[src/sv/sema_pkg.sv]
package sema_pkg;

  // Memory geometry
  localparam int unsigned MEM_BYTES = 65536;
  localparam int unsigned MEM_WORDS = MEM_BYTES / 8;
  localparam int unsigned WIDX_W    = $clog2(MEM_WORDS);
  localparam logic [31:0] MEM_CAP   = 32'(MEM_WORDS * 8);

  // Field widths
  localparam int unsigned CFG_W  = 17;
  localparam int unsigned OFS_W  = 32;
  localparam int unsigned DATA_W = 64;

  // Queue between front and back
  localparam int unsigned QDEPTH = 2;
  localparam int unsigned QPTR_W = 1;
  localparam int unsigned QCNT_W = 2;

  // Reset value of the size register
  localparam logic [CFG_W-1:0] CFG_RESET = 17'h10000;

  // Result status codes
  localparam logic [1:0] ST_OK        = 2'd0;
  localparam logic [1:0] ST_BAD_ADDR  = 2'd1;
  localparam logic [1:0] ST_BAD_ALIGN = 2'd2;

  // Access size codes
  localparam logic [1:0] SZ_BYTE = 2'd0;
  localparam logic [1:0] SZ_HALF = 2'd1;
  localparam logic [1:0] SZ_WORD = 2'd2;
  localparam logic [1:0] SZ_LONG = 2'd3;

  // Alignment masks
  localparam logic [2:0] ALIGN_HALF = 3'h1;
  localparam logic [2:0] ALIGN_WORD = 3'h3;
  localparam logic [2:0] ALIGN_LONG = 3'h7;

  // Classified item handed from front to back
  typedef struct packed {
    logic              is_store;
    logic [1:0]        size;
    logic              big;
    logic [WIDX_W-1:0] widx;
    logic [2:0]        lane;
    logic [1:0]        status;
    logic [DATA_W-1:0] wdata;
  } sema_req_t;

  function automatic logic [DATA_W-1:0] lane_mask(input logic [1:0] size);
    logic [DATA_W-1:0] m;
    case (size)
      SZ_BYTE: m = 64'h0000_0000_0000_00FF;
      SZ_HALF: m = 64'h0000_0000_0000_FFFF;
      SZ_WORD: m = 64'h0000_0000_FFFF_FFFF;
      default: m = 64'hFFFF_FFFF_FFFF_FFFF;
    endcase
    return m;
  endfunction

  // Reverse the bytes of a right-aligned value of the given size
  function automatic logic [DATA_W-1:0] swap_bytes(input logic [DATA_W-1:0] v,
                                                   input logic [1:0] size);
    logic [DATA_W-1:0] r;
    case (size)
      SZ_HALF: r = {48'h0, v[7:0], v[15:8]};
      SZ_WORD: r = {32'h0, v[7:0], v[15:8], v[23:16], v[31:24]};
      SZ_LONG: begin
        for (int i = 0; i < 8; i++) begin
          r[8*i +: 8] = v[8*(7-i) +: 8];
        end
      end
      default: r = v;
    endcase
    return r;
  endfunction

endpackage

[src/sv/sema_queue.sv]
module sema_queue (
  input  logic                         clk_i,
  input  logic                         rst_ni,
  input  logic                         push_i,
  input  sema_pkg::sema_req_t          push_data_i,
  input  logic                         pop_i,
  output sema_pkg::sema_req_t          head_o,
  output logic                         empty_o,
  output logic                         full_o,
  output logic [sema_pkg::QCNT_W-1:0]  count_o
);
  import sema_pkg::*;

  sema_req_t         slot_q [QDEPTH];
  logic [QPTR_W-1:0] wr_q, wr_d;
  logic [QPTR_W-1:0] rd_q, rd_d;
  logic [QCNT_W-1:0] cnt_q, cnt_d;

  assign empty_o = (cnt_q == '0);
  assign full_o  = (cnt_q == QCNT_W'(QDEPTH));
  assign count_o = cnt_q;
  assign head_o  = slot_q[rd_q];

  // Pointer and count update
  always_comb begin
    wr_d  = push_i ? QPTR_W'(wr_q + 1'b1) : wr_q;
    rd_d  = pop_i  ? QPTR_W'(rd_q + 1'b1) : rd_q;
    cnt_d = cnt_q;
    if (push_i && !pop_i) begin
      cnt_d = QCNT_W'(cnt_q + 1'b1);
    end else if (pop_i && !push_i) begin
      cnt_d = QCNT_W'(cnt_q - 1'b1);
    end
  end

  always_ff @(posedge clk_i or negedge rst_ni) begin
    if (!rst_ni) begin
      wr_q  <= '0;
      rd_q  <= '0;
      cnt_q <= '0;
    end else begin
      wr_q  <= wr_d;
      rd_q  <= rd_d;
      cnt_q <= cnt_d;
    end
  end

  // Item storage
  always_ff @(posedge clk_i) begin
    if (push_i) begin
      slot_q[wr_q] <= push_data_i;
    end
  end

endmodule

[config.mk]
export PLATFORM = sky130hd
export DESIGN_NAME = sema_queue
export DESIGN_NICKNAME = d
export VERILOG_FILES = /design/src/sv/sema_pkg.sv /design/src/sv/sema_queue.sv
export SDC_FILE = /design/constraint.sdc
export NUM_CORES = 1
export LEC_CHECK = 0
export BUFFER_PORTS_ARGS = -buffer_cell sky130_fd_sc_hd__buf_4
export CAP_MARGIN = 20
export CORE_ASPECT_RATIO = 0.9
export CORE_MARGIN = 1
export CORE_UTILIZATION = 47
export CTS_CLUSTER_DIAMETER = 100
export DETAILED_ROUTE_END_ITERATION = 12
export HOLD_SLACK_MARGIN = 0.05
export PLACE_DENSITY = 0.76
export RECOVER_POWER = 25
export SYNTH_ARGS = -nofsm -noshare
export SYNTH_HDL_FRONTEND = slang
export SYNTH_SLANG_ARGS = --single-unit
[constraint.sdc]
create_clock -name clk_i -period 4.8 [get_ports clk_i]
set_input_delay 1.2 -clock clk_i [delete_from_list [all_inputs] [get_ports clk_i]]
set_output_delay 1.2 -clock clk_i [all_outputs]
set_load 0.02 [all_outputs]
# ---- Word-level counts from Yosys, hierarchy flattened
# Memory sizes are Yosys's and may differ from the RTL's.
# Cells that the tools add are included.
dict set report op_classes {
  add_sub_neg 4
  eq_ne 1
  n_mux 4
  n_reduce_logical 6
}
# cell count
set ops {}
lappend ops {{2-to-1 mux 2 bit} 2}
lappend ops {{adder 1 bit (second input constant)} 2}
lappend ops {{adder 2 x 1 -> 2 bit (second input constant)} 1}
lappend ops {{equality test 2 bit (second input constant)} 1}
lappend ops {{logical AND 1 bit} 2}
lappend ops {{logical NOT 1 bit} 2}
lappend ops {{logical NOT 2 bit} 1}
lappend ops {{2-to-1 mux 1 bit} 2}
lappend ops {{nonzero test 2 bit} 1}
lappend ops {{subtractor 2 x 1 -> 2 bit (second input constant)} 1}
dict set report totals {
  register_bits 4
  ram_bits 172
  wordCells 19
  memories 1
}
# name words word_bits read_ports rd_clocked_by_memory_dff wr line
set memory_table {}
lappend memory_table {slot_q 2 86 1 0 1 sema_queue.sv:14} ;# sema_req_t slot_q [QDEPTH];

# ---- Depth between registers and ports, before layout
# Gate-level depths: netlist (run 1).
dict set report depth {
  depth_word 4
  ltp_mapped 5
}

# ---- Worst setup path after synthesis (run 1)
# Ideal clock, no wire load.
dict set report synth_timing {
  kind {input to register}
  from {in push_i}
  to {mem slot_q[0][0] (netlist name), enable pin}
  setup_time_ns 0.541
  arrival_ns 4.954
  required_time_ns 4.259
  slack_ns -0.696
  path_stages 1
  path_buffers 0
  cell_sequence {nor2b_1}
}
dict set report synth_between {
  elab_chain_cells 2
}
# element line
set synth_lines {}
lappend synth_lines {{start: declaration} sema_queue.sv:4} ;# input logic push_i,
lappend synth_lines {{2-to-1 mux 1 bit} sema_queue.sv:50} ;# if (push_i) begin
lappend synth_lines {{2-to-1 mux 1 bit (implied by the code)} sema_queue.sv:51} ;# slot_q[wr_q] <= push_data_i;
lappend synth_lines {{end: declaration} sema_queue.sv:14}
# Every way passes these cells.

==> results of run 1 <==
[per-stage QoR]
| stage | setup WS [ns] | cell area (um^2) | hold WS [ns] | power (mW) |
|---|---|---|---|---|
| CTS | 1.36 | 8710 | 0.544 | 5.51 |
| global route | 1.27 | 8690 | 0.575 | 5.67 |
| global placement | 1.84 | 8050 | 0.517 | 4.00 |
| detailed placement | 1.82 | 8080 | 0.525 | 4.05 |
| finish | 1.36 | 8690 | 0.547 | 5.44 |
| floorplan | 0.917 | 6520 | 0.473 | 3.36 |
[critical path: cells and delay by family, from the launching register on]
| family | cells | cell delay, ns |
|---|---|---|
| buffers and inverters | 2 | 0.52 |
| muxes | 1 | 0.39 |
| DFF | 1 | 0.84 |
[path summary, 6_finish.rpt]
path / start / to / slack, ns / depth (start not counted)
min: count_o[1] / count_o[1] / 0.55 / 1
min reg2reg: count_o[1] / count_o[1] / 0.55 / 1
max reg2reg: wr_q / slot_q[0][10] / 2.98 / 2
max in group asynchronous: rst_ni / rd_q / 4.00 / 1
min in group asynchronous: rst_ni / wr_q / 0.60 / 1
max: rd_q / head_o[73] / 1.36 / 3
[layer usage]
| metal | up-vias | wire [um] |
|---|---|---|
| met4 | 0 | 140 |
| li1 | 1516 | - |
| met1 | 1587 | 4540 |
| met2 | 125 | 5670 |
| met3 | 11 | 1020 |
| met5 | - | 0 |
[report_power, final]
group	total, mW	internal, mW	switching (mW)
sequential	2.20	2.04	0.160
clock	1.45	0.878	0.568
combinational	1.79	0.880	0.909
total	5.44	3.80	1.64
[cells by family after synthesis]
| kind of cell | share of synthesized area (%) |
|---|---|
| DFF | 80.8 |
| muxes | 16.6 |
| buffers and inverters | 1.31 |
| xor gates and xnor gates | 0.672 |
| and+or+nand+nor | 0.403 |
| adders and majority gates | 0.192 |
[cell usage after synthesis]
cell type / n / area [um^2]
buf_6: 5 / 56.3
buf_2: 5 / 25.0
mux2_2: 56 / 631
and2_1: 1 / 6.26
ha_1: 1 / 12.5
inv_1: 1 / 3.75
xor2_1: 4 / 35.0
edfxtp_1: 172 / 5160
dfrtp_1: 4 / 100
nor2b_1: 2 / 12.5
xnor2_1: 1 / 8.76
nor2_1: 2 / 7.51
mux2_4: 30 / 450
[sequential cells by signal, indices dropped and copies added (netlist names)]
| register | count |
|---|---|
| slot_q | 172 |
| count_o | 2 |
| wr_q | 1 |
| rd_q | 1 |
[cell type report]
cell class                 count  area (um^2)
timing repair buffer         183         1400
multi-input combinational     97         1170
sequential                   176         5270
clock buffer                  17          425
clock inverter                15          205
tap                          168          210
fill                         929         4730
inverter                       1         3.75
==> flow_summary.yaml, run 1 <==
status:
  status: "finished clean"
global_routing:
  first_global_vias: 3427
  grt_pass1_wl_mm: 17.8
  grt_use_met1_pct: 19.6
  antenna_found_initial: 0
  grt_use_total_pct: 16.9
  busiest_layer: "met2"
  met3_usage_pct: 7.08
  met2_usage_pct: 27.9
  overflow: 0
  grt_max_degree: 48
clock_network:
  clock-root-buffer: "clkbuf_16"
  cts_buffers: 17
  clk_latency_ns: 0.41
  cts_resized: 0
  cts_tree: "built"
  clkSinkCount: 176
  cts_htree_levels: 4
  clk_path_buf_depth: 2
  clk_pin_slew_ns: 0.06
  postCtsHoldBufs: 0
  post_cts_buffers: 0
critical_path:
  cp_slowest_cell: "dfrtp_4"
  path_class: "reg -> out"
  arrival_ns: 2.24
  max_stage_delay_ns: 0.84
  crit_path_start_kind: "flop"
  worst-path-max-fanout: 46
  crit_chain: "buf_12 -> mux2_2 -> buf_4"
  end_kind: "output pin"
  crit_required_ns: 3.60
final_layout:
  diodes: 0
  final_common_cell: "edfxtp_1"
  syn_to_final_growth_pct: 33.4
  final_cell_mix: "172 x edfxtp_1, 122 x buf_4, 56 x mux2_2"
  stdcell_count: 657
  drive_above_1_share_pct: 61.1
  layout.nets: 567
  post-route-util_pct: 64.8
flow_run:
  cap_violations: 0
logic_synthesis:
  ys_ff_latch: 176
  ys_types: 13
  postSynthAreaPerCell_um2: 22.9
  ys_seq_area_share_pct: 80.8
  syn_nets: 375
  ys.warnings.count: 0
  syn_inst: 284
  netlist_area_mm2: 0.00651
floorplanning:
  start_util_pct: 48.6
  die_h_um: 114
  ios: 180
  die_w_um: 126
  core_area_mm2: 0.0134
  rows: 40
  dieArea_mm2: 0.0143
pwr:
  leakagePower_nw: 3.35
  powerDensity_mw_per_mm2: 626
  peakVddDrop_mv: 0.529
route:
  drc: 0
  drtIter0Drc: 187
  num_vias: 3239
  viasPerCell: 4.93
  drt-wirelength-per-cell_um: 17.3
  antenna_left: 0
  wl_mm: 11.4
  drtPass1Iterations: 5
placement:
  hpwl_mm: 7.53
  dp.cells: 625
  place.port_buffers: 179
  gp_congestion: 0.715
timing:
  finalSetupViolations: 0
  worst_pin_slew_ns: 0.662
  slew_viol_final: 0
  clock.fmax_ghz: 0.291
  rsz0062_at_grt: "no"
  period_minus_slack_ns: 3.44
  relSlewSlack_pct: 55.8
  finClkSkew_ns: 0.00513
  period_share_pct: 71.6
  finalSetupTns_ns: 0
  finalHoldViolCount: 0
hold_path:
  hp-class: "reg -> reg"
(Power assumes the default switching activity.)
==> inputs of run 2 (changes only) <==
Clock period 4.8 ns to 2.9 ns, I/O delays scaled along.
==> flow_summary.yaml, run 2 (same netlist as run 1, synthesis figures left out) <==
global_routing:
  grt_use_total_pct: 16.7
  first_global_vias: 3447
  antenna_found_initial: 0
  grt_max_degree: 84
  grt_pass1_wl_mm: 17.6
  overflow: 0
critical_path:
  cp_slowest_cell: "dfrtp_4"
  worst-path-max-fanout: 33
  path_class: "reg -> out"
  startpoint: "rd_q"
  arrival_ns: 2.03
  end_kind: "output pin"
  crit_chain: "buf_12 -> mux2_2 -> buf_4"
  r2r-start: "wr_q"
  crit_required_ns: 2.17
  max_stage_delay_ns: 0.77
  crit_path_start_kind: "flop"
timing:
  period_share_pct: 95.1
  finalSetupViolations: 0
  worst_pin_slew_ns: 0.527
  relSlewSlack_pct: 64.9
  slew_viol_final: 0
  rsz0062_at_grt: "no"
  finalHoldViolCount: 0
  period_minus_slack_ns: 2.76
  finClkSkew_ns: 0.00503
  finalSetupTns_ns: 0
  layout_setup_ws_ns: 0.143
  holdWs_ns: 0.139
  clock.fmax_ghz: 0.363
clock_network:
  cts_htree_levels: 4
  clkSinkCount: 176
  cts_resized: 0
  clk_pin_slew_ns: 0.06
  postCtsHoldBufs: 0
  clock-root-buffer: "clkbuf_16"
  clk_path_buf_depth: 2
  post_cts_buffers: 0
  clk_latency_ns: 0.41
  cts_tree: "built"
  cts_buffers: 17
floorplanning:
  die_w_um: 126
  dieArea_mm2: 0.0143
  start_util_pct: 48.6
  rows: 40
  core_area_mm2: 0.0134
  ios: 180
  die_h_um: 114
final_layout:
  largest_reg_flops: 172
  stdcell_count: 658
  diodes: 0
  fillers: 950
  syn_to_final_growth_pct: 33.1
  top_register: "slot_q"
  final_cell_mix: "172 x edfxtp_1, 121 x buf_4, 56 x mux2_2"
  regArea_mm2: 0.00527
  multiInputGateArea_mm2: 0.00117
  layout.nets: 568
  final_common_cell: "edfxtp_1"
  drive_above_1_share_pct: 60.0
pwr:
  leakagePower_nw: 3.34
  powerDensity_mw_per_mm2: 1030
  peakVddDrop_mv: 0.812
placement:
  dp.cells: 626
  hpwl_mm: 7.57
  place.port_buffers: 179
  pre_cts_slack_ns: 0.566
  gp_congestion: 0.695
route:
  antenna_left: 0
  drt-wirelength-per-cell_um: 17.7
  wl_mm: 11.7
  viasPerCell: 4.95
  drc: 0
  num_vias: 3256
  drtPass1Iterations: 6
  drtIter0Drc: 158
status:
  status: "finished clean"
flow_run:
  cap_violations: 0
hold_path:
  hp-class: "in -> async"
## run 2: changes by cell type in the layout (fill, tap and decap cells not counted)
| cell | before | now |
|---|---|---|
| clkinv_1 | 0 | 2 |
| clkbuf_1 | 5 | 9 |
| buf_16 | 1 | 0 |
| clkinvlp_4 | 3 | 2 |
| clkinv_2 | 2 | 3 |
| buf_4 | 122 | 121 |
| buf_12 | 2 | 4 |
| inv_6 | 5 | 0 |
## run 2: layer usage
metal  GRT usage, %  up-vias  wire length (um)
met4           6.35        0               116
li1               -     1509                 -
met3           8.21       11              1070
met5              0        -                 0
met1           20.1     1605              4880
met2           26.2      131              5600
## run 2: worst paths after layout
check | endpoint | cells after the start | slack, ns
max | head_o[71] | 3 | 0.14
min | count_o[0] | 1 | 0.14
max reg2reg | slot_q[1][33] | 2 | 1.31
min in group clk_i | slot_q[1][71] | 1 | 0.50
max in group asynchronous | rd_q | 1 | 2.54
min reg2reg | count_o[1] | 1 | 0.52
## run 2: power by group
part           internal [mW]  switching, mW
clock network           1.43          0.884
registers               3.38          0.231
logic                   1.48           1.56
total                   6.29           2.67
## run 2: layout make-up
cell class,count,area share [%]
Clock buffer,20,5.04
Multi-Input combinational cell,97,13.5
Timing Repair Buffer,184,16.3
Tap cell,168,2.42
Sequential cell,176,60.8
Clock inverter,12,1.92
Inverter,1,0.0433
## run 2: critical path, delay by kind of cell, from the launching register on
kind     cells  cell delay, ns
flops        1            0.77
buf+inv      2            0.46
mux          1            0.37
## run 2: per-stage QoR
step	power, mW	instance area, um^2	utilization, %
CTS	9.07	8690	64.8
finish	8.96	8670	64.6
floorplan	5.55	6520	-
detailed placement	6.75	8090	60.3
global placement	6.69	8090	60.3
global route	9.32	8670	64.6
