`config.mk`:
```
export PLATFORM = sky130hd
export DESIGN_NAME = sema_front
export DESIGN_NICKNAME = d
export VERILOG_FILES = /design/src/sv/sema_pkg.sv /design/src/sv/sema_front.sv
export SDC_FILE = /design/constraint.sdc
export NUM_CORES = 1
export LEC_CHECK = 0
export BUFFER_PORTS_ARGS = -buffer_cell sky130_fd_sc_hd__buf_2
export CORE_AREA = 2 2 79 81
export DETAILED_ROUTE_END_ITERATION = 8
export DIE_AREA = 0 0 81 83
export PLACE_DENSITY_LB_ADDON = 0.05
export SYNTH_ARGS = -nofsm -noshare
export SYNTH_HDL_FRONTEND = slang
export SYNTH_SLANG_ARGS = --single-unit
```
`constraint.sdc`:
```
create_clock -name vclk -period 2.4
set_clock_uncertainty 0.2 [all_clocks]
set_input_delay 0.24 -clock vclk [all_inputs]
set_output_delay 0.24 -clock vclk [all_outputs]
set_load 0.005 [all_outputs]
```
`src/sv/sema_pkg.sv`:
```
package sema_pkg;

  // Memory geometry
  localparam int unsigned MEM_BYTES = 65536;
  localparam int unsigned MEM_WORDS = MEM_BYTES / 8;
  localparam int unsigned WIDX_W    = $clog2(MEM_WORDS);
  localparam logic [31:0] MEM_CAP   = 32'(MEM_WORDS * 8);

  // Field widths
  localparam int unsigned CFG_W  = 17;
  localparam int unsigned OFS_W  = 32;
  localparam int unsigned DATA_W = 64;

  // Queue between front and back
  localparam int unsigned QDEPTH = 2;
  localparam int unsigned QPTR_W = 1;
  localparam int unsigned QCNT_W = 2;

  // Reset value of the size register
  localparam logic [CFG_W-1:0] CFG_RESET = 17'h10000;

  // Result status codes
  localparam logic [1:0] ST_OK        = 2'd0;
  localparam logic [1:0] ST_BAD_ADDR  = 2'd1;
  localparam logic [1:0] ST_BAD_ALIGN = 2'd2;

  // Access size codes
  localparam logic [1:0] SZ_BYTE = 2'd0;
  localparam logic [1:0] SZ_HALF = 2'd1;
  localparam logic [1:0] SZ_WORD = 2'd2;
  localparam logic [1:0] SZ_LONG = 2'd3;

  // Alignment masks
  localparam logic [2:0] ALIGN_HALF = 3'h1;
  localparam logic [2:0] ALIGN_WORD = 3'h3;
  localparam logic [2:0] ALIGN_LONG = 3'h7;

  // Classified item handed from front to back
  typedef struct packed {
    logic              is_store;
    logic [1:0]        size;
    logic              big;
    logic [WIDX_W-1:0] widx;
    logic [2:0]        lane;
    logic [1:0]        status;
    logic [DATA_W-1:0] wdata;
  } sema_req_t;

  function automatic logic [DATA_W-1:0] lane_mask(input logic [1:0] size);
    logic [DATA_W-1:0] m;
    case (size)
      SZ_BYTE: m = 64'h0000_0000_0000_00FF;
      SZ_HALF: m = 64'h0000_0000_0000_FFFF;
      SZ_WORD: m = 64'h0000_0000_FFFF_FFFF;
      default: m = 64'hFFFF_FFFF_FFFF_FFFF;
    endcase
    return m;
  endfunction

  // Reverse the bytes of a right-aligned value of the given size
  function automatic logic [DATA_W-1:0] swap_bytes(input logic [DATA_W-1:0] v,
                                                   input logic [1:0] size);
    logic [DATA_W-1:0] r;
    case (size)
      SZ_HALF: r = {48'h0, v[7:0], v[15:8]};
      SZ_WORD: r = {32'h0, v[7:0], v[15:8], v[23:16], v[31:24]};
      SZ_LONG: begin
        for (int i = 0; i < 8; i++) begin
          r[8*i +: 8] = v[8*(7-i) +: 8];
        end
      end
      default: r = v;
    endcase
    return r;
  endfunction

endpackage

```
`src/sv/sema_front.sv`:
```
module sema_front (
  input  logic [sema_pkg::CFG_W-1:0]  cfg_size_i,
  input  logic                        req_type_i,
  input  logic [1:0]                  access_size_i,
  input  logic [sema_pkg::OFS_W-1:0]  byte_offset_i,
  input  logic                        big_endian_i,
  input  logic [sema_pkg::DATA_W-1:0] store_data_i,
  output sema_pkg::sema_req_t         req_o
);
  import sema_pkg::*;

  logic [31:0]       size_raw;
  logic [31:0]       size_use;
  logic [2:0]        align_mask;
  logic [DATA_W-1:0] masked;

  // Size in use: multiple of eight, capped at the memory size
  assign size_raw = 32'({cfg_size_i[CFG_W-1:3], 3'b000});
  assign size_use = (size_raw > MEM_CAP) ? MEM_CAP : size_raw;

  always_comb begin
    case (access_size_i)
      SZ_BYTE: align_mask = 3'h0;
      SZ_HALF: align_mask = ALIGN_HALF;
      SZ_WORD: align_mask = ALIGN_WORD;
      default: align_mask = ALIGN_LONG;
    endcase
  end

  assign masked = store_data_i & lane_mask(access_size_i);

  // Classify: address check first, then alignment
  always_comb begin
    req_o.is_store = req_type_i;
    req_o.size     = access_size_i;
    req_o.big      = big_endian_i;
    req_o.widx     = byte_offset_i[3 +: WIDX_W];
    req_o.lane     = byte_offset_i[2:0];
    if (byte_offset_i >= size_use) begin
      req_o.status = ST_BAD_ADDR;
    end else if ((byte_offset_i[2:0] & align_mask) != 3'h0) begin
      req_o.status = ST_BAD_ALIGN;
    end else begin
      req_o.status = ST_OK;
    end
    req_o.wdata = (big_endian_i && access_size_i != SZ_BYTE) ?
                  swap_bytes(masked, access_size_i) : masked;
  end

endmodule

```
---- After elaboration in Yosys (flattened, before gate mapping) ----
Cells that the tools add are included.
word-level totals
  bits of input ports ..................... 117
  word-level logic and storage cells ...... 18
  output and inout bits ................... 86
  register bits ........................... 0
cells by class
  order comparisons ....................... 2
  bitwise operators ....................... 2
  eq/ne operators ......................... 3
  reduce and logical (&&, ||, !) cells .... 4
  muxes and demuxes ....................... 7
operators by type and width
  operator                                                               number
  64-bit case mux with 3 select lines                                    2
  64-bit bitwise AND                                                     1
  64-bit two-way mux                                                     1
  32-bit by 17-bit greater-or-equal comparator with 1-bit output         1
  17-bit greater-than comparator, second input constant                  1
  17-bit two-way mux                                                     1
  3-bit case mux with 3 select lines                                     1
  2-bit equality test, second input constant                             2
  2-bit two-way mux                                                      2
  3-bit bitwise AND                                                      1
  3-bit nonzero test                                                     1
  2-bit by 1-bit equality test with 1-bit output, second input constant  1
  2-bit zero test                                                        1
  2-bit nonzero test                                                     1
  1-bit logical AND                                                      1

---- Logic depth before layout (Yosys ltp) ----
Gate-level depths: netlist of run 1.
  depth in word-level cells ............... 6
  gate-level depth with buffers ........... 8
  gate-level depth less buffers ........... 8

---- Worst setup path before layout of run 1 ----
Ideal clock, no wire load.
  path type ............................... input -> output
  from .................................... in cfg_size_i[9] (netlist bit)
  to ...................................... out req_o[65] (netlist bit)
  cell stages on the path ................. 8
  path slack .............................. 0.364 ns
  data arrival time ....................... 1.596 ns
  required time ........................... 1.960 ns
  path buffers ............................ 0
  path through ............................ nor4_1 -> a41o_1 -> nand2_1 -> ha_1 -> nand3_1 -> a21oi_1 -> o31ai_1 -> and3_1
RTL lines
  what             RTL line         RTL
  start, declared  sema_front.sv:2  input logic [sema_pkg::CFG_W-1:0] cfg_size_i,
  end, declared    sema_front.sv:8  output sema_pkg::sema_req_t req_o

==> impl_metrics.toml, run 1 <==
[yosys]
synth.avg_cell_area_um2 = 7.14
synth_top_family_by_area = "multiplexers"
synth-simple-area-share = 0.210
synthXorXnorAreaFrac = 0
seq_area_frac_synth = 0
syn_area_mm2 = 0.00211
synth_compound_area_frac = 0.242
syn-num-nets = 426
syn_inst = 295
muxShareOfSynthArea = 0.308
synth-adder-area-share = 0.0831
synth_warnings = 0
ys_types = 34

[hold_path]
worstHoldEndpoint = "req_o[85]"
worstHoldPathCells = 0
hp-start = "req_type_i"
hp-class = "in2out"

[clocking]
ctsHoldBuffers = 0
cts_setup_buffers = 0

[drt]
routedWlPerCell_um = 14.4
num_vias = 2780
drc = 0
routed_wl_um = 7680
dr.pass1.iters = 4
ant_nets = 0
drt-initial-drc-count = 91
viasPerCell = 5.22

[timing]
hold_violations = 0
tns_ns = 0
slew_headroom = 0.712
period_minus_slack_ns = 2.36
rsz0062_at_grt = "true"
worst_pin_slew_ns = 0.432
finalSetupViolCount = 0
fmax_ghz = 0.423
period_share = 0.985
maxSlewViolCount = 0

[finish]
fin_nets = 591
area_growth_pct = 45.3
nClkBuffers = 0
seqCellArea_um2 = 0
fillers = 614
drive_gt1_frac = 0.513
antenna_cells = 0
nFlopsAndLatches = 0
multi_input_area_mm2 = 0.00184

[global_route]
grt_util_all_layers = 0.208
grt_pass1_wl_um = 11800
grt_pass1_vias = 2520
grt_max_degree = 34
antenna_found_initial = 0
grt.overflow.total = 0

[placement]
io_buffers = 198
globalplace.congestion = 0.861
hpwl_um = 6230

[worst_setup_path]
start_kind = "input pin"
cp-end-kind = "primary output"
cp_cell_sequence = "buf_8 > nor4_4 > a41o_1 > nand2_1 > ha_4 > nand3_2 > nor4_2 > o31ai_2 > and3_1 > buf_2"
worstSetupPathType = "in2out"
critPathBufInv = 2
cpPeakStageDelay_ns = 0.28
required_ns = 1.96
cp_slowest_cell = "nor4_4"
cp_data_arrival_time_ns = 1.92
crit_family = "simple AND/OR/NAND/NOR gates"
cp_max_fo = 2

[power_and_ir_drop]
power.leakage_nw = 1.83
vdd_ir_drop_max_mv = 0.123
p_total_mw = 0.546
p_per_area_mw_per_mm2 = 178

[floorplan]
num_rows = 28
die_h_um = 83
core_area_mm2 = 0.00582
top_level_ports = 203
dieArea_mm2 = 0.00672
start_util = 0.362
die_w_um = 81

[run_status]
status = "complete, no violations"

[flow_run]
drv_cap = 0
==> cells in the mapped netlist (all sizes together) (2+ instances only) <==
cell type,count,area share
buf,42,0.14
nor2,44,0.082
ha,14,0.083
o21ai,20,0.049
nand2,41,0.073
mux2,7,0.037
nand3b,2,0.0071
nor4,8,0.024
mux2i,57,0.27
o211a,16,0.076
inv,5,0.0089
a22oi,7,0.025
a21oi,7,0.017
clkbuf,2,0.0042
nor2b,2,0.0059
nand3,3,0.0071
a221oi,9,0.058
==> area by class of cell <==
| type | count | share of cell area |
|---|---|---|
| Inverter | 6 | 0.00899 |
| Multi-Input combinational cell | 245 | 0.600 |
| Tap cell | 75 | 0.0306 |
| Timing Repair Buffer | 207 | 0.360 |
==> report_power, final <==
part	switching, mW	internal [mW]
combinational	0.277	0.269
clock	0	0
sequential	0	0
==> kinds of logic (layout without fill, tap and decap cells) <==
logic type	count (synthesis)	count (layout)
AND/OR/NAND/NOR	104	104
multiplexers	64	64
AO/OA/AOI/OAI	63	63
buffers and inverters	50	213
adder cells (fa/ha/maj)	14	14
==> repair_timing <==
action,4_1_cts,5_1_grt
pin swaps,1,9
endpoints found under the setup margin,1,2
gates resized for setup,2,15
==> worst max-delay path by stage <==
stage / startpoint / endpoint / slack, ns / depth (start not counted)
2_1_floorplan: cfg_size_i[9] / req_o[65] / 0.36 / 8
3_3_place_gp: cfg_size_i[9] / req_o[65] / -0.07 / 10
3_5_place_dp: cfg_size_i[9] / req_o[65] / -0.08 / 10
4_1_cts: cfg_size_i[5] / req_o[65] / 0.001 / 10
5_1_grt: cfg_size_i[15] / req_o[65] / -0.05 / 10
6_report: cfg_size_i[15] / req_o[65] / 0.04 / 10
==> routing by layer <==
metal	GRT usage	share of wire	vias to the layer above
met2	0.402	0.53	125
li1	-	-	1392
met4	0.0231	0.0070	0
met5	0	0	-
met3	0.0174	0.072	4
met1	0.250	0.39	1259
==> stage by stage <==
step / util / hold slack [ns] / std cells / setup WS [ns] / area [um2]
global placement: 0.511 / 0.280 / 533 / -0.0699 / 2970
global route: 0.526 / 0.280 / 533 / -0.0469 / 3060
finish: 0.526 / 0.280 / 533 / 0.0363 / 3060
CTS: 0.513 / 0.280 / 533 / 0.00114 / 2980
floorplan: - / 0.361 / 295 / 0.364 / 2110
detailed placement: 0.511 / 0.280 / 533 / -0.0814 / 2970
==> cells in the final DEF, fill, tap and decap left out, types with 2 or more instances in the layout <==
master,instances
buf_2,193
mux2i_1,57
nor2_1,43
nand2_1,41
o211a_1,16
o21ai_0,16
ha_1,13
buf_4,9
a221oi_2,7
mux2_2,7
a22oi_1,7
a21oi_1,6
nor4_1,4
o21ai_1,3
nor4_2,3
inv_1,3
buf_6,3
a221oi_1,2
nand3b_1,2
nor2b_1,2
nand3_1,2
Power figures use the tool's default switching activity.
==> run 2, diff against run 1 <==
--- a/config.mk
+++ b/config.mk
@@ -10,6 +10,7 @@
 export DETAILED_ROUTE_END_ITERATION = 8
 export DIE_AREA = 0 0 81 83
 export PLACE_DENSITY_LB_ADDON = 0.05
+export SETUP_SLACK_MARGIN = 0.05
 export SYNTH_ARGS = -nofsm -noshare
 export SYNTH_HDL_FRONTEND = slang
 export SYNTH_SLANG_ARGS = --single-unit
==> run 2 against run 1 <==
Net effect:
- via count shrank 0.11%
- power grew 0.20%
- cell area grew 0.24%
- sequential share of layout area is the same
- utilization grew 0.13 points
- hold slack is the same
- combinational power is essentially flat
- non-clock buffer count is the same
- clock-buffer cell count is the same
- first-iteration DRC count shrank 14%
- critical endpoint unchanged
- largest cell class unchanged
==> impl_metrics.toml, run 2 (synthesis results as in run 1) <==
[power_and_ir_drop]
vdd_ir_drop_max_mv = 0.123
p_total_mw = 0.547
p_per_area_mw_per_mm2 = 178
power.leakage_nw = 1.83

[placement]
dp_slack_ns = -0.0814
globalplace.congestion = 0.861
io_buffers = 198
hpwl_um = 6230
placed_area_mm2 = 0.00297

[finish]
design_area_mm2 = 0.00307
seqCellArea_um2 = 0
area_growth_pct = 45.7
antenna_cells = 0
multi_input_area_mm2 = 0.00185
drive_gt1_frac = 0.515
nFlopsAndLatches = 0
fillers = 613
nClkBuffers = 0
fin_nets = 591
final_common_cell = "buf_2"
layout_common_cells = "193 x buf_2, 57 x mux2i_1, 43 x nor2_1, 40 x nand2_1"

[timing]
rsz0062_at_grt = "true"
hold_violations = 0
fmax_ghz = 0.428
setup_ws_ns = 0.0640
maxSlewViolCount = 0
tns_ns = 0
period_minus_slack_ns = 2.34
finalSetupViolCount = 0
period_share = 0.973
slew_headroom = 0.712
worst_pin_slew_ns = 0.432

[global_route]
grt_pass1_vias = 2537
grt_pass1_wl_um = 11900
grt.overflow.total = 0
grt_max_degree = 34
antenna_found_initial = 0
grt_util_all_layers = 0.210

[floorplan]
start_util = 0.362
die_h_um = 83
num_rows = 28
dieArea_mm2 = 0.00672
die_w_um = 81
top_level_ports = 203
core_area_mm2 = 0.00582

[worst_setup_path]
cp-end-kind = "primary output"
cp_max_fo = 2
start_kind = "input pin"
worstSetupPathType = "in2out"
required_ns = 1.96
cp_data_arrival_time_ns = 1.90

[clocking]
cts_setup_buffers = 0
ctsHoldBuffers = 0

[drt]
routedWlPerCell_um = 14.4
ant_nets = 0
drc = 0
dr.pass1.iters = 4
num_vias = 2777
viasPerCell = 5.21
drt-initial-drc-count = 78
routed_wl_um = 7680

[flow_run]
drv_cap = 0

[hold_path]
hp-class = "in2out"

[run_status]
status = "complete, no violations"
==> run 2: cell counts in the layout (fill, tap and decap cells not counted) <==
Identical to the previous run, type by type.
==> run 2: final timing paths <==
check                     startpoint         to  slack (ns)  cells after the start
worst max-delay path  cfg_size_i[15]  req_o[65]        0.06                     10
worst min-delay path      req_type_i  req_o[85]        0.28                      0
==> run 2: worst max-delay path: stages <==
cell     delay, ns
buf_6         0.10
nor4_4        0.28
a41o_1        0.23
nand2_1       0.06
ha_1          0.28
nand3_2       0.10
a21oi_2       0.04
o31ai_2       0.26
and3_1        0.20
buf_2         0.11
==> run 2: layer usage <==
metal | track usage | routed length, um | up-vias
li1 | - | - | 1388
met1 | 0.250 | 2970 | 1262
met2 | 0.406 | 4080 | 123
met3 | 0.0174 | 572 | 4
met4 | 0.0231 | 54 | 0
met5 | 0 | 0 | -
==> run 2: stage by stage <==
step            util  instances  hold slack [ns]
2_1_floorplan      -        295            0.361
3_3_place_gp   0.511        533            0.280
3_5_place_dp   0.511        533            0.280
4_1_cts        0.523        533            0.280
5_1_grt        0.528        533            0.280
6_report       0.528        533            0.280
==> run 2: final cells by class <==
cell class                      count  share of cell area
Tap cell                           75              0.0306
Inverter                            6             0.00897
Multi-Input combinational cell    245               0.603
Timing Repair Buffer              207               0.358
==> run 2: repair_timing <==
action	in CTS	in global routing
gates resized for setup	12	5
pin swaps	9	7
hold endpoints to repair	0	0
setup endpoints to repair	2	2
==> run 2: report_power, final <==
part | total, mW | leakage, nW | switching, mW | internal (mW)
Clock | 0 | 0 | 0 | 0
Combinational | 0.547 | 1.83 | 0.278 | 0.269
Sequential | 0 | 0 | 0 | 0
==> run 3, diff against run 2 <==
--- a/config.mk
+++ b/config.mk
@@ -10,6 +10,7 @@
 export DETAILED_ROUTE_END_ITERATION = 8
 export DIE_AREA = 0 0 81 83
 export PLACE_DENSITY_LB_ADDON = 0.05
+export REMOVE_ABC_BUFFERS = 1
 export SETUP_SLACK_MARGIN = 0.05
 export SYNTH_ARGS = -nofsm -noshare
 export SYNTH_HDL_FRONTEND = slang
==> run 3 against run 2 <==
Net effect:
- die area is the same
- fmax shrank 1.5%
- highest routed layer is now met3
- sequential share of layout area is the same
- wire length shrank 1.6%
- utilization shrank 0.75 points
- largest cell class unchanged
- clock-buffer cell count is the same
- critical endpoint unchanged
- hold slack is essentially flat
- combinational power shrank 1%
- global-route usage shrank 0.79 points
- worst setup slack lost 0.036 ns
- first-iteration DRC count shrank 12%
- critical path depth is the same
==> impl_metrics.toml, run 3 (synthesis results as in run 1) <==
[power_and_ir_drop]
p_total_mw = 0.539
p_per_area_mw_per_mm2 = 178
power.leakage_nw = 1.83
vdd_ir_drop_max_mv = 0.0714

[hold_path]
worstHoldEndpoint = "req_o[85]"
hp-start = "req_type_i"
worstHoldPathCells = 0
hp-class = "in2out"

[timing]
hold_violations = 0
period_minus_slack_ns = 2.37
period_share = 0.988
finalSetupViolCount = 0
fmax_ghz = 0.422
whs_ns = 0.280
maxSlewViolCount = 0
rsz0062_at_grt = "true"
worst_pin_slew_ns = 0.386
slew_headroom = 0.742

[flow_run]
drv_cap = 0

[finish]
area_growth_pct = 43.6
seqCellArea_um2 = 0
layout_common_cells = "197 x buf_2, 57 x mux2i_1, 43 x nor2_1, 41 x nand2_1"
antenna_cells = 0
final_common_cell = "buf_2"
fin_nets = 593
multi_input_area_mm2 = 0.00183
fillers = 625
drive_gt1_frac = 0.511
nClkBuffers = 0
nFlopsAndLatches = 0

[worst_setup_path]
cp_data_arrival_time_ns = 1.93
start_kind = "input pin"
cp-end-kind = "primary output"
required_ns = 1.96
cp_slowest_cell = "ha_4"
worstSetupPathType = "in2out"
cp_cell_sequence = "buf_2 > nor4_1 > a41o_1 > nand2_1 > ha_4 > nand3_2 > nor4_4 > o31ai_2 > and3_1 > buf_2"
cp_max_fo = 2
crit_top_cell = "buf_2"
cpPeakStageDelay_ns = 0.29

[drt]
num_vias = 2731
routed_wl_um = 7550
drc = 0
ant_nets = 0
viasPerCell = 5.10
drt-initial-drc-count = 69
dr.pass1.iters = 4
routedWlPerCell_um = 14.1

[floorplan]
dieArea_mm2 = 0.00672
num_rows = 28
top_level_ports = 203
die_h_um = 83
core_area_mm2 = 0.00582
die_w_um = 81
start_util = 0.362

[global_route]
antenna_found_initial = 0
grt.overflow.total = 0
grt_pass1_vias = 2458
grt_pass1_wl_um = 11400
grt_max_degree = 31
grt_util_all_layers = 0.202

[clocking]
cts_setup_buffers = 0
ctsHoldBuffers = 0

[run_status]
status = "complete, no violations"

[placement]
globalplace.congestion = 0.829
io_buffers = 198
hpwl_um = 6070
[run 3: per-layer routing]
metal  GRT usage  share of wire  vias to the layer above
met5           0              0                        -
met4           0              0                        0
met3      0.0207          0.073                        0
met2       0.388           0.51                      111
met1       0.250           0.42                     1235
li1            -              -                     1385
[run 3: layout make-up]
class              count  area share
inverters              6     0.00910
multi-input cells    245       0.604
well taps             75      0.0310
repair buffers       209       0.356
[run 3: how the worst max path moves through the flow]
stage	cells after the start	slack, ns	start	endpoint
4_1_cts	10	0.06	cfg_size_i[15]	req_o[65]
6_report	10	0.03	cfg_size_i[5]	req_o[65]
3_5_place_dp	10	-0.03	cfg_size_i[9]	req_o[65]
5_1_grt	10	-0.04	cfg_size_i[5]	req_o[65]
2_1_floorplan	8	0.36	cfg_size_i[9]	req_o[65]
3_3_place_gp	10	-0.02	cfg_size_i[9]	req_o[65]
[run 3: repair_timing]
action,CTS,global route
pin swaps,5,1
endpoints found under the setup margin,1,2
gates resized for setup,5,3
[run 3: report_power, final]
group	switching, mW	internal (mW)
Sequential	0	0
Combinational	0.275	0.263
Clock	0	0
Total	0.275	0.263
[run 3: worst max-delay path: cells and delay by family]
family                   cells  cell delay, ns
AND/OR/NAND/NOR              5            0.86
AO/OA/AOI/OAI                2            0.32
adder cells (fa/ha/maj)      1            0.29
buffers and inverters        2            0.22
[run 3: per-stage QoR]
stage | TNS (ns) | utilization | instances | worst slack (ns) | cell area, um2
CTS | 0 | 0.517 | 535 | 0.0599 | 3010
finish | 0 | 0.520 | 535 | 0.0279 | 3030
global route | -0.0380 | 0.520 | 535 | -0.0380 | 3030
detailed placement | -0.0310 | 0.511 | 535 | -0.0310 | 2970
floorplan | 0 | - | 251 | 0.364 | 1800
global placement | -0.0207 | 0.511 | 535 | -0.0207 | 2970
